[src/hw/rtl/cluster_box_stats_classifier_top_assert.svh]
// Assertion macros for the cluster box statistics classifier.
`ifndef CLUSTER_BOX_STATS_CLASSIFIER_TOP_ASSERT_SVH
`define CLUSTER_BOX_STATS_CLASSIFIER_TOP_ASSERT_SVH

// Implication in the same cycle, checked outside reset.
`define CBSC_ASSERT_SAME(name, ante, cons, msg) \
  name: assert property (@(posedge clk) disable iff (rst) (ante) |-> (cons)) else $error(msg);

// Implication in the next cycle, checked outside reset.
`define CBSC_ASSERT_NEXT(name, ante, cons, msg) \
  name: assert property (@(posedge clk) disable iff (rst) (ante) |=> (cons)) else $error(msg);

`endif

[src/hw/rtl/cbsc_pkg.sv]
// Shared types and constants of the cluster box statistics classifier.
`default_nettype none
package cbsc_pkg;

  localparam int CW      = 19;  // coordinate width
  localparam int NW      = 12;  // point count width
  localparam int SW      = 31;  // coordinate sum width
  localparam int NUMW    = 16;  // cluster number width
  localparam int STEPW   = 5;   // divider step counter width
  localparam int MAX_PTS = 2048;
  localparam int IDXW    = 3;

  localparam logic [IDXW-1:0] REG_MIN_POINT_COUNT = 3'd0;
  localparam logic [IDXW-1:0] REG_MIN_HEIGHT      = 3'd1;
  localparam logic [IDXW-1:0] REG_MAX_HEIGHT      = 3'd2;
  localparam logic [IDXW-1:0] REG_MIN_WIDTH       = 3'd3;
  localparam logic [IDXW-1:0] REG_MAX_WIDTH       = 3'd4;
  localparam logic [IDXW-1:0] REG_MIN_LENGTH      = 3'd5;
  localparam logic [IDXW-1:0] REG_MAX_LENGTH      = 3'd6;

  localparam logic [NW-1:0] RST_MIN_POINT_COUNT = 12'd10;
  localparam logic [CW-1:0] RST_MIN_HEIGHT      = 19'd100;
  localparam logic [CW-1:0] RST_MAX_HEIGHT      = 19'd3000;
  localparam logic [CW-1:0] RST_MIN_WIDTH       = 19'd300;
  localparam logic [CW-1:0] RST_MAX_WIDTH       = 19'd8000;
  localparam logic [CW-1:0] RST_MIN_LENGTH      = 19'd200;
  localparam logic [CW-1:0] RST_MAX_LENGTH      = 19'd4000;

  typedef struct packed {
    logic acc_en;    // take the input word
    logic close;     // snapshot the closing cluster and start the divider
    logic div_step;  // advance the divider one bit
    logic load_out;  // move the finished result into the output register
  } cmd_t;

  typedef struct packed {
    logic close_req;  // input word closes a cluster that holds points
    logic div_done;   // divider is on its final bit
  } stat_t;

endpackage
`default_nettype wire

[src/hw/rtl/cluster_box_stats_classifier_top.sv]
// A word that closes a non-empty cluster has its result presented after the snapshot on the
// edge that takes it, 31 restoring-divide steps of the three per-axis dividers and the output
// load; the result can be taken at the next edge after that.
// Throughput: one word per cycle while a cluster accumulates; a word that closes a non-empty
// cluster stalls the input through the divide and until the output register takes the result.
// Reset (rst, synchronous): thresholds return to defaults, accumulators clear,
// the cluster number returns to zero and the output register empties.
`default_nettype none
`include "cluster_box_stats_classifier_top_assert.svh"
module cluster_box_stats_classifier_top (
  input  wire logic                          clk,
  input  wire logic                          rst,
  // input words: at most one point each
  input  wire logic                          in_valid,
  output logic                               in_stall,
  input  wire logic [cbsc_pkg::CW-1:0]       pos_x,
  input  wire logic [cbsc_pkg::CW-1:0]       pos_y,
  input  wire logic [cbsc_pkg::CW-1:0]       pos_z,
  input  wire logic                          point_valid,
  input  wire logic                          cluster_last,
  // result words: one per non-empty cluster
  output logic                               out_valid,
  input  wire logic                          out_stall,
  output logic [cbsc_pkg::NUMW-1:0]          cluster_number,
  output logic [cbsc_pkg::NW-1:0]            point_count,
  output logic signed [cbsc_pkg::CW-1:0]     centroid_x,
  output logic signed [cbsc_pkg::CW-1:0]     centroid_y,
  output logic signed [cbsc_pkg::CW-1:0]     centroid_z,
  output logic signed [cbsc_pkg::CW-1:0]     corner_x,
  output logic signed [cbsc_pkg::CW-1:0]     corner_y,
  output logic signed [cbsc_pkg::CW-1:0]     corner_z,
  output logic [cbsc_pkg::CW-1:0]            extent_x,
  output logic [cbsc_pkg::CW-1:0]            extent_y,
  output logic [cbsc_pkg::CW-1:0]            extent_z,
  output logic                               is_vehicle,
  // threshold register writes
  input  wire logic                          cfg_we,
  input  wire logic [cbsc_pkg::IDXW-1:0]     cfg_index,
  input  wire logic [cbsc_pkg::CW-1:0]       cfg_data
);

  cbsc_pkg::cmd_t  cmd;
  cbsc_pkg::stat_t stat;

  // Sequence accumulation, the divide and the hand-off into the output register.
  cbsc_ctrl u_ctrl (
    .clk       (clk),
    .rst       (rst),
    .in_valid  (in_valid),
    .in_stall  (in_stall),
    .out_valid (out_valid),
    .out_stall (out_stall),
    .stat      (stat),
    .cmd       (cmd)
  );

  // Hold thresholds, running sums and bounds, the divider and the result word.
  cbsc_dp u_dp (
    .clk            (clk),
    .rst            (rst),
    .cmd            (cmd),
    .stat           (stat),
    .pos_x          (pos_x),
    .pos_y          (pos_y),
    .pos_z          (pos_z),
    .point_valid    (point_valid),
    .cluster_last   (cluster_last),
    .cfg_we         (cfg_we),
    .cfg_index      (cfg_index),
    .cfg_data       (cfg_data),
    .cluster_number (cluster_number),
    .point_count    (point_count),
    .centroid_x     (centroid_x),
    .centroid_y     (centroid_y),
    .centroid_z     (centroid_z),
    .corner_x       (corner_x),
    .corner_y       (corner_y),
    .corner_z       (corner_z),
    .extent_x       (extent_x),
    .extent_y       (extent_y),
    .extent_z       (extent_z),
    .is_vehicle     (is_vehicle)
  );

  // A started divide blocks new input words.
  `CBSC_ASSERT_NEXT(a_close_stalls, cmd.close, in_stall, "input not stalled during divide")
  // Loading a result always presents it.
  `CBSC_ASSERT_NEXT(a_load_shows, cmd.load_out, out_valid, "loaded result not presented")
  // Empty clusters never produce a result word.
  `CBSC_ASSERT_SAME(a_no_empty, out_valid, point_count != '0, "result with zero points")

endmodule
`default_nettype wire

[src/hw/rtl/cbsc_ctrl.sv]
// Controller of the cluster box statistics classifier.
`default_nettype none
module cbsc_ctrl (
  input  wire logic           clk,
  input  wire logic           rst,
  input  wire logic           in_valid,
  output logic                in_stall,
  output logic                out_valid,
  input  wire logic           out_stall,
  input  wire cbsc_pkg::stat_t stat,
  output cbsc_pkg::cmd_t      cmd
);

  localparam logic [1:0] ST_RUN  = 2'd0;
  localparam logic [1:0] ST_DIV  = 2'd1;
  localparam logic [1:0] ST_HOLD = 2'd2;

  logic [1:0] state;
  logic [1:0] state_next;
  logic       out_free;

  always_comb begin
    out_free     = !out_valid || !out_stall;
    in_stall     = (state != ST_RUN);
    cmd.acc_en   = in_valid && (state == ST_RUN);
    cmd.close    = cmd.acc_en && stat.close_req;
    cmd.div_step = (state == ST_DIV);
    cmd.load_out = (state == ST_HOLD) && out_free;
    state_next   = state;
    case (state)
      ST_RUN: begin
        if (cmd.close) state_next = ST_DIV;
      end
      ST_DIV: begin
        if (stat.div_done) state_next = ST_HOLD;
      end
      ST_HOLD: begin
        if (out_free) state_next = ST_RUN;
      end
      default: state_next = ST_RUN;
    endcase
  end

  always_ff @(posedge clk) begin
    if (rst) begin
      state     <= ST_RUN;
      out_valid <= 1'b0;
    end else begin
      state <= state_next;
      if (cmd.load_out) out_valid <= 1'b1;
      else if (!out_stall) out_valid <= 1'b0;
    end
  end

endmodule
`default_nettype wire

[src/hw/rtl/cbsc_dp.sv]
// Datapath of the cluster box statistics classifier: accumulators, divider, result.
`default_nettype none
module cbsc_dp (
  input  wire logic                          clk,
  input  wire logic                          rst,
  input  wire cbsc_pkg::cmd_t                cmd,
  output cbsc_pkg::stat_t                    stat,
  input  wire logic [cbsc_pkg::CW-1:0]       pos_x,
  input  wire logic [cbsc_pkg::CW-1:0]       pos_y,
  input  wire logic [cbsc_pkg::CW-1:0]       pos_z,
  input  wire logic                          point_valid,
  input  wire logic                          cluster_last,
  input  wire logic                          cfg_we,
  input  wire logic [cbsc_pkg::IDXW-1:0]     cfg_index,
  input  wire logic [cbsc_pkg::CW-1:0]       cfg_data,
  output logic [cbsc_pkg::NUMW-1:0]          cluster_number,
  output logic [cbsc_pkg::NW-1:0]            point_count,
  output logic signed [cbsc_pkg::CW-1:0]     centroid_x,
  output logic signed [cbsc_pkg::CW-1:0]     centroid_y,
  output logic signed [cbsc_pkg::CW-1:0]     centroid_z,
  output logic signed [cbsc_pkg::CW-1:0]     corner_x,
  output logic signed [cbsc_pkg::CW-1:0]     corner_y,
  output logic signed [cbsc_pkg::CW-1:0]     corner_z,
  output logic [cbsc_pkg::CW-1:0]            extent_x,
  output logic [cbsc_pkg::CW-1:0]            extent_y,
  output logic [cbsc_pkg::CW-1:0]            extent_z,
  output logic                               is_vehicle
);

  localparam int CW = cbsc_pkg::CW;
  localparam int NW = cbsc_pkg::NW;
  localparam int SW = cbsc_pkg::SW;

  localparam logic [CW-1:0] COORD_MAX = {1'b0, {(CW-1){1'b1}}};
  localparam logic [CW-1:0] COORD_MIN = {1'b1, {(CW-1){1'b0}}};

  // thresholds
  logic [NW-1:0] min_pts;
  logic [CW-1:0] min_h, max_h, min_w, max_w, min_l, max_l;

  // running cluster state
  logic [2:0][SW-1:0] sum;
  logic [2:0][CW-1:0] low;
  logic [2:0][CW-1:0] high;
  logic [NW-1:0]      count;
  logic [cbsc_pkg::NUMW-1:0] counter;

  logic [2:0][CW-1:0] pt;
  logic [2:0][SW-1:0] sum_next;
  logic [2:0][CW-1:0] low_next;
  logic [2:0][CW-1:0] high_next;
  logic [NW-1:0]      count_next;
  logic               take;

  // closed cluster snapshot and divider
  logic [cbsc_pkg::NUMW-1:0] snap_num;
  logic [NW-1:0]             snap_cnt;
  logic [2:0]                snap_neg;
  logic [2:0][CW-1:0]        snap_low;
  logic [2:0][CW-1:0]        snap_high;
  logic [2:0][SW-1:0]        dvd;
  logic [2:0][NW-1:0]        rem;
  logic [cbsc_pkg::STEPW-1:0] step;

  logic [2:0][NW:0]   shifted;
  logic [2:0][NW:0]   trial;
  logic [2:0][SW-1:0] quo;
  logic [2:0][CW-1:0] ext;
  logic               veh;

  always_ff @(posedge clk) begin
    if (rst) begin
      min_pts <= cbsc_pkg::RST_MIN_POINT_COUNT;
      min_h   <= cbsc_pkg::RST_MIN_HEIGHT;
      max_h   <= cbsc_pkg::RST_MAX_HEIGHT;
      min_w   <= cbsc_pkg::RST_MIN_WIDTH;
      max_w   <= cbsc_pkg::RST_MAX_WIDTH;
      min_l   <= cbsc_pkg::RST_MIN_LENGTH;
      max_l   <= cbsc_pkg::RST_MAX_LENGTH;
    end else if (cfg_we) begin
      case (cfg_index)
        cbsc_pkg::REG_MIN_POINT_COUNT: min_pts <= cfg_data[NW-1:0];
        cbsc_pkg::REG_MIN_HEIGHT:      min_h   <= cfg_data;
        cbsc_pkg::REG_MAX_HEIGHT:      max_h   <= cfg_data;
        cbsc_pkg::REG_MIN_WIDTH:       min_w   <= cfg_data;
        cbsc_pkg::REG_MAX_WIDTH:       max_w   <= cfg_data;
        cbsc_pkg::REG_MIN_LENGTH:      min_l   <= cfg_data;
        cbsc_pkg::REG_MAX_LENGTH:      max_l   <= cfg_data;
        default: ;
      endcase
    end
  end

  always_comb begin
    pt[0] = pos_x;
    pt[1] = pos_y;
    pt[2] = pos_z;
    take       = point_valid && (count < NW'(cbsc_pkg::MAX_PTS));
    count_next = count + NW'(take);
    for (int i = 0; i < 3; i++) begin
      sum_next[i]  = sum[i];
      low_next[i]  = low[i];
      high_next[i] = high[i];
      if (take) begin
        sum_next[i] = sum[i] + {{(SW-CW){pt[i][CW-1]}}, pt[i]};
        if ($signed(pt[i]) < $signed(low[i]))  low_next[i]  = pt[i];
        if ($signed(pt[i]) > $signed(high[i])) high_next[i] = pt[i];
      end
    end
    stat.close_req = cluster_last && (count_next != '0);
    stat.div_done  = (step == cbsc_pkg::STEPW'(SW-1));

    for (int i = 0; i < 3; i++) begin
      shifted[i] = {rem[i], dvd[i][SW-1]};
      trial[i]   = shifted[i] - {1'b0, snap_cnt};
      quo[i]     = snap_neg[i] ? (SW'(0) - dvd[i]) : dvd[i];
      ext[i]     = snap_high[i] - snap_low[i];
    end
    veh = (snap_cnt >= min_pts) &&
          (ext[2] >= min_h) && (ext[2] <= max_h) &&
          (ext[0] >= min_w) && (ext[0] <= max_w) &&
          (ext[1] >= min_l) && (ext[1] <= max_l);
  end

  // accumulate; clear on the closing word
  always_ff @(posedge clk) begin
    if (rst) begin
      for (int i = 0; i < 3; i++) begin
        sum[i]  <= '0;
        low[i]  <= COORD_MAX;
        high[i] <= COORD_MIN;
      end
      count   <= '0;
      counter <= '0;
      step    <= '0;
    end else begin
      if (cmd.acc_en) begin
        if (cluster_last) begin
          for (int i = 0; i < 3; i++) begin
            sum[i]  <= '0;
            low[i]  <= COORD_MAX;
            high[i] <= COORD_MIN;
          end
          count   <= '0;
          counter <= counter + 1'b1;
        end else begin
          sum   <= sum_next;
          low   <= low_next;
          high  <= high_next;
          count <= count_next;
        end
      end
      if (cmd.close) step <= '0;
      else if (cmd.div_step) step <= step + 1'b1;
    end
  end

  // snapshot and one quotient bit per axis per cycle
  always_ff @(posedge clk) begin
    if (cmd.close) begin
      snap_num  <= counter;
      snap_cnt  <= count_next;
      snap_low  <= low_next;
      snap_high <= high_next;
      for (int i = 0; i < 3; i++) begin
        snap_neg[i] <= sum_next[i][SW-1];
        dvd[i]      <= sum_next[i][SW-1] ? (SW'(0) - sum_next[i]) : sum_next[i];
        rem[i]      <= '0;
      end
    end else if (cmd.div_step) begin
      for (int i = 0; i < 3; i++) begin
        if (!trial[i][NW]) begin
          rem[i] <= trial[i][NW-1:0];
          dvd[i] <= {dvd[i][SW-2:0], 1'b1};
        end else begin
          rem[i] <= shifted[i][NW-1:0];
          dvd[i] <= {dvd[i][SW-2:0], 1'b0};
        end
      end
    end
  end

  always_ff @(posedge clk) begin
    if (cmd.load_out) begin
      cluster_number <= snap_num;
      point_count    <= snap_cnt;
      centroid_x     <= quo[0][CW-1:0];
      centroid_y     <= quo[1][CW-1:0];
      centroid_z     <= quo[2][CW-1:0];
      corner_x       <= snap_low[0];
      corner_y       <= snap_low[1];
      corner_z       <= snap_low[2];
      extent_x       <= ext[0];
      extent_y       <= ext[1];
      extent_z       <= ext[2];
      is_vehicle     <= veh;
    end
  end

endmodule
`default_nettype wire
[config.mk]
export PLATFORM = sky130hd
export DESIGN_NAME = cluster_box_stats_classifier_top
export DESIGN_NICKNAME = d
export VERILOG_FILES = /design/src/hw/rtl/cbsc_pkg.sv /design/src/hw/rtl/cluster_box_stats_classifier_top.sv /design/src/hw/rtl/cbsc_ctrl.sv /design/src/hw/rtl/cbsc_dp.sv
export VERILOG_INCLUDE_DIRS = /design/src /design/src/hw/rtl
export SDC_FILE = /design/constraint.sdc
export NUM_CORES = 2
export LEC_CHECK = 0
export BUFFER_PORTS_ARGS = -buffer_cell sky130_fd_sc_hd__buf_2
export CAP_MARGIN = 10
export CORE_AREA = 5 5 294 296
export DETAILED_ROUTE_END_ITERATION = 6
export DIE_AREA = 0 0 299 301
export GPL_TIMING_DRIVEN = 0
export PLACE_DENSITY = 0.83
export RECOVER_POWER = 50
export SKIP_LAST_GASP = 1
export SLEW_MARGIN = 20
export SYNTH_ARGS = -nofsm -noshare
export SYNTH_HDL_FRONTEND = slang
export SYNTH_SLANG_ARGS = --single-unit
[constraint.sdc]
create_clock -name clk -period 24.7 [get_ports clk]
set_input_delay 3.705 -clock clk [delete_from_list [all_inputs] [get_ports clk]]
set_output_delay 3.705 -clock clk [all_outputs]
set_load 0.005 [all_outputs]
* Word-level counts from Yosys, hierarchy flattened
Cells that the tools add are included.
Operators by class: add/subtract/negate cells 18, order comparisons 14, equality and inequality tests 13, multiplexer cells 39, reduce and logical (&&, ||, !) cells 29
Operators by type and width (count):
- $mux 19 | 15
- $mux 93 | 3
- $mux 31 | 6
- $mux 57 | 2
- $add 31x31->31 | 3
- $sub 1x31->31 const A | 3
- $ge 19x19->1 | 3
- $gt 19x19->1 | 3
- $le 19x19->1 | 3
- $lt 19x19->1 | 3
- $sub 1x19->19 const A | 3
- $sub 19x19->19 | 3
- $mux 12 | 4
- $sub 13x12->13 | 3
- $add 16x1->16 const B | 1
- $reduce_and 2->1 | 8
- $add 12x1->12 | 1
- $ge 12x12->1 | 1
- $lt 12x12->1 const B | 1
- $reduce_bool 12->1 | 1
- $logic_and 1x1->1 | 11
- $eq 3x3->1 const B | 3
- $eq 3x2->1 const B | 2
- $mux 2 | 3
- other kinds (16) | 24
Storage, ports and cells: register bits 843, output and inout bits 202, word-level logic and storage cells 161

* Logic depth before layout (Yosys ltp)
depth after elaboration 8, depth in mapped cells 24, depth with buffers taken out 24

* Modules after synthesis
A second synthesis with hierarchy kept.
Second synthesis, totals: cell total of the unflattened synthesis 5230, area, all modules 49042.0 µm²
By module, submodules not included:
- cbsc_dp | instances 1, cells an instance 5211, area an instance 48884.4 µm², seq. area each 21200.3 µm²
- cbsc_ctrl | instances 1, cells an instance 19, area an instance 157.7 µm², seq. area each 60.1 µm²

* Worst setup path after synthesis
No wires, ideal clock.
kind input to register, start point input out_stall, end point register u_dp.centroid_x[0] (netlist bit), enable pin, setup time 828 ps, arrival time 13321 ps, required time 23872 ps, path slack 10552 ps, cell stages on the path 1, path through a21oi_1
On the way: cells in the longest elaborated chain, start to end 3
RTL lines:
- start, declared | line cluster_box_stats_classifier_top.sv:23 | input wire logic out_stall,
- $logic_not 1->1 | line cbsc_ctrl.sv:23 | out_free = !out_valid || !out_stall;
- $logic_or 1x1->1 | line cbsc_ctrl.sv:23
- $logic_and 1x1->1 | line cbsc_ctrl.sv:28 | cmd.load_out = (state == ST_HOLD) && out_free;
- end signal, assigned | line cbsc_dp.sv:187 | centroid_x <= quo[0][CW-1:0];
- end, declared | line cbsc_dp.sv:18 | output logic signed [cbsc_pkg::CW-1:0] centroid_x,
Every way passes these cells. A chain may end at the register's enable or synchronous reset.

* Final worst setup path
start point input point_valid, end point register u_dp.dvd[31] (netlist bit), data pin
On the way: cells in the longest elaborated chain, start to end 6, elaborated cells between the ends (all ways) 9, classes of those cells add/sub (2); mux (3); reduce/logical (4)
RTL lines:
- start, declared | line cluster_box_stats_classifier_top.sv:19 | input wire logic point_valid,
- $logic_and 1x1->1 | line cbsc_dp.sv:98 | take = point_valid && (count < NW'(cbsc_pkg::MAX_PTS));
- $add 12x1->12 | line cbsc_dp.sv:99 | count_next = count + NW'(take);
- named net u_dp.count_next[8] | line cbsc_dp.sv:52 | logic [NW-1:0] count_next;
- $reduce_bool 12->1 | line cbsc_dp.sv:110 | stat.close_req = cluster_last && (count_next != '0);
- $logic_and 1x1->1 | line cbsc_dp.sv:110
- $logic_and 1x1->1 | line cbsc_ctrl.sv:26 | cmd.close = cmd.acc_en && stat.close_req;
- $mux 93 | line cbsc_dp.sv:160 | if (cmd.close) begin
- end signal, assigned by index | line cbsc_dp.sv:167 | dvd[i] <= sum_next[i][SW-1] ? (SW'(0) - sum_next[i]) : sum_next[i];
- end signal, assigned by index | line cbsc_dp.sv:174 | dvd[i] <= {dvd[i][SW-2:0], 1'b1};
- end signal, assigned by index | line cbsc_dp.sv:177 | dvd[i] <= {dvd[i][SW-2:0], 1'b0};
- end, declared | line cbsc_dp.sv:61 | logic [2:0][SW-1:0] dvd;
The timed path passes the listed nets, and every way through them passes these cells.

==> run summary <==
CTS Root Cell - clkbuf_16
Setup Fix Bufs, Post-CTS - 0
vias in the first global route - 41.2k
number of antenna violations at the first check in global routing - 12
Fmax - 0.0808 GHz
Residual DRC - 0
max_slew headroom - 0.0672
core area - 83300 um2
period utilisation layout - 0.501
cell count after synthesis - 5216
full die area - 90000 um2
reg2reg start - u_dp.count[11]
worst r2r path cells - 23
Initial Utilization - 0.594
clock skew - 0.0389 ns
WL per Instance - 22.7 um
PwrDens - 68.9 nW/um2
post-synth net total - 5739
Die Ht - 301 um
Worst-Margin Slew - 1.40 ns
pin count of the biggest net entering global routing - 52
WHS Endpoint - u_dp.cluster_number[2]
worst path bufs/invs - 13
R2R Setup Slk - 15.25 ns
ordered cell list for the critical path - buf_2, nand2b_1, buf_2, inv_2, buf_4, buf_2, buf_2, buf_4, buf_2, buf_2, buf_1, ha_1, ha_1, and3_1, and2_1, xor2_1, or3_1, nor4_1, a31o_2, clkbuf_1, clkbuf_1, clkbuf_1, nand2_1, o21ai_0
share of cells above drive strength 1 - 0.0865
clk sinks - 843
CTS tree - yes
Post-Route WL - 154000 um
Setup Viol. Count Final - 0
total iterations of the first detailed-routing run - 6
H-tree depth - 3
placed cell area - 52700 um2
first-pass GRT wire length - 234000 um
Clock Tree Buf Depth - 3
Final Max Tran Viols - 0
vias per cell - 6.33
final hold viol count - 0
Crit. End Element - flip-flop
Crit path max-delay family - buffers and inverters
Cell Rows - 106
clk slew on worst S/H paths - 0.06 ns
Layout area overhead - 12.1%
critical path's most frequent cell - buf_2
RR Endpoint - u_dp.dvd[31]
Peak VDD IR - 0.0553 mV
Async SR Flop Fraction - 0
most used flip-flop cell after synthesis - edfxtp_1
CP max FO - 10
1st-iter DRT viols - 5102
io pins - 288
total negative setup slack - 0 ns
synth unique cells - 101
Setup CP Type - primary input to flip-flop
Die X - 299 um
EDFF count, synth - 438
worst-skew pair later-pin latency - 0.67 ns
Crit-path slowest cell - clkbuf_1
status - complete, no violations
max-cap violations - 0
Layout Nets - 6130
min cycle time layout - 12.38 ns
GRT overflow - 0
Synth Warn # - 0
sequential-to-total area share from yosys stat - 0.429
CTS Buf Count - 90
Hold Path Stages - 0
number of synthesized register bits - 843
Worst path depth - 24
routed vias - 42.9k
dpl hpwl - 112000 um
fin area - 55500 um2
hold path start - u_dp.snap_num[2]
total power - 3.82 mW
cts hold-fix bufs - 0
Startpoint Class - primary input
RSZ-0062 raised after global routing - false
Slowest Stage Delay on Critical Path - 0.98 ns
Resized cells post-CTS - 0
Req. time, crit path - 25.17 ns
Total Routing Usage GR - 0.328
WP data arrival - 12.85 ns
Syn Area/Cell - 9.49 um2
Final ANT Viol Nets - 0
Port Buffers - 285
Final GP Congestion - 1.00
Mapped Area - 49500 um2
Hold/Removal Path Class - flip-flop to flip-flop
leakage - 22.6 nW
[metrics by stage]
| step | utilization | setup slack (ns) | hold WS [ns] | std cells |
|---|---|---|---|---|
| after floorplan | - | 10.55 | 0.400 | 5216 |
| after global placement | 0.628 | 6.00 | 0.405 | 6581 |
| after detailed placement | 0.633 | 12.31 | 0.405 | 6595 |
| after CTS | 0.671 | 12.97 | 0.418 | 6765 |
| after global routing | 0.666 | 12.60 | 0.432 | 6770 |
| final | 0.667 | 12.32 | 0.416 | 6773 |
[final cells by class]
| cell class | count | area, um2 |
|---|---|---|
| fillers | 6279 | 27800 |
| multi-input cells | 3765 | 25900 |
| flip-flops and latches | 843 | 21300 |
| clock buffers | 116 | 2480 |
| inverters | 390 | 1470 |
| repair buffers | 299 | 1400 |
| well taps | 1080 | 1350 |
| plain buffers | 218 | 875 |
| clock inverters | 54 | 736 |
| diodes | 8 | 20.0 |
[synthesized netlist by cell type (all sizes together) (86+ instances only)]
master  count  area (um2)
nand2     613        2300
edfxtp    438       13200
ha        428        5360
dfxtp     405        8110
inv       389        1460
nor2      380        1430
a21oi     317        1590
o21ai     307        1540
clkbuf    174         654
xnor2     164        1440
a21o      117         878
mux2      112        1260
mux2i     103        1030
nor3       93         482
nand3      88         440
a22oi      86         646
[state kept, by name (all words and copies together), names as in the netlist, 36 cells and up]
register        count
u_dp.snap_low      57
u_dp.low           57
u_dp.high          57
u_dp.dvd           93
u_dp.sum           93
u_dp.snap_high     57
u_dp.rem           36
[where the power goes]
part	switching, mW	internal, mW
clock network	0.608	0.866
logic	0.466	0.282
registers	0.0490	1.55
[cell families after synthesis]
| family | after synthesis | share of synthesized area |
|---|---|---|
| adder cells (fa/ha/maj) | 437 | 0.112 |
| AND/OR/NAND/NOR | 1564 | 0.148 |
| AO/OA/AOI/OAI | 1302 | 0.174 |
| flip-flops | 843 | 0.429 |
| XOR/XNOR | 247 | 0.0437 |
| multiplexers | 215 | 0.0463 |
| buffers and inverters | 608 | 0.0472 |
[how the worst max path moves through the flow]
stage / to / slack (ns) / start
6_report: u_dp.dvd[31] / 12.32 / point_valid
5_1_grt: u_dp.dvd[17] / 12.60 / point_valid
4_1_cts: u_dp.dvd[31] / 12.97 / point_valid
3_5_place_dp: u_dp.dvd[31] / 12.31 / point_valid
3_3_place_gp: u_dp.centroid_y[18] / 6.00 / out_stall
2_1_floorplan: u_dp.centroid_x[0] / 10.55 / out_stall
[cell usage in the layout (no fill, tap or decap), types with 42 or more instances in the layout]
cell type  netlist  routed
buf_2           26     176
nor3_1          91      89
mux2_2         112     112
clkbuf_1       173     335
a22o_1          63      63
inv_1          388     387
clkbuf_16        0      94
a21o_1         117     117
mux2i_1        103     103
a21oi_1        317     317
and3_1          43      43
o31ai_1         43      43
a22oi_1         86      86
nand3_1         88      88
o21ai_0        284     284
xnor2_1        164     164
o21a_1          42      42
edfxtp_1       438     438
nor2_1         379     379
or3_1           47      47
dfxtp_1        405     405
ha_1           428     428
nand4_1         56      56
xor2_1          83      83
nand2_1        613     613
[worst reg2reg max path: cells and delay by family (launching register included)]
kind	cells	cell delay, ns
XOR/XNOR	1	0.14
buffers and inverters	12	5.97
adder cells (fa/ha/maj)	2	0.64
flip-flops	1	0.33
AO/OA/AOI/OAI	2	0.50
AND/OR/NAND/NOR	6	1.68
[routing by layer]
metal,wire length (um),global-route usage,up-vias
li1,-,-,19704
met1,60400,0.431,20416
met2,67000,0.512,2264
met3,16000,0.0583,513
met4,10100,0.189,8
met5,37,0,-
No activity file was read; power rests on OpenSTA's default activity.
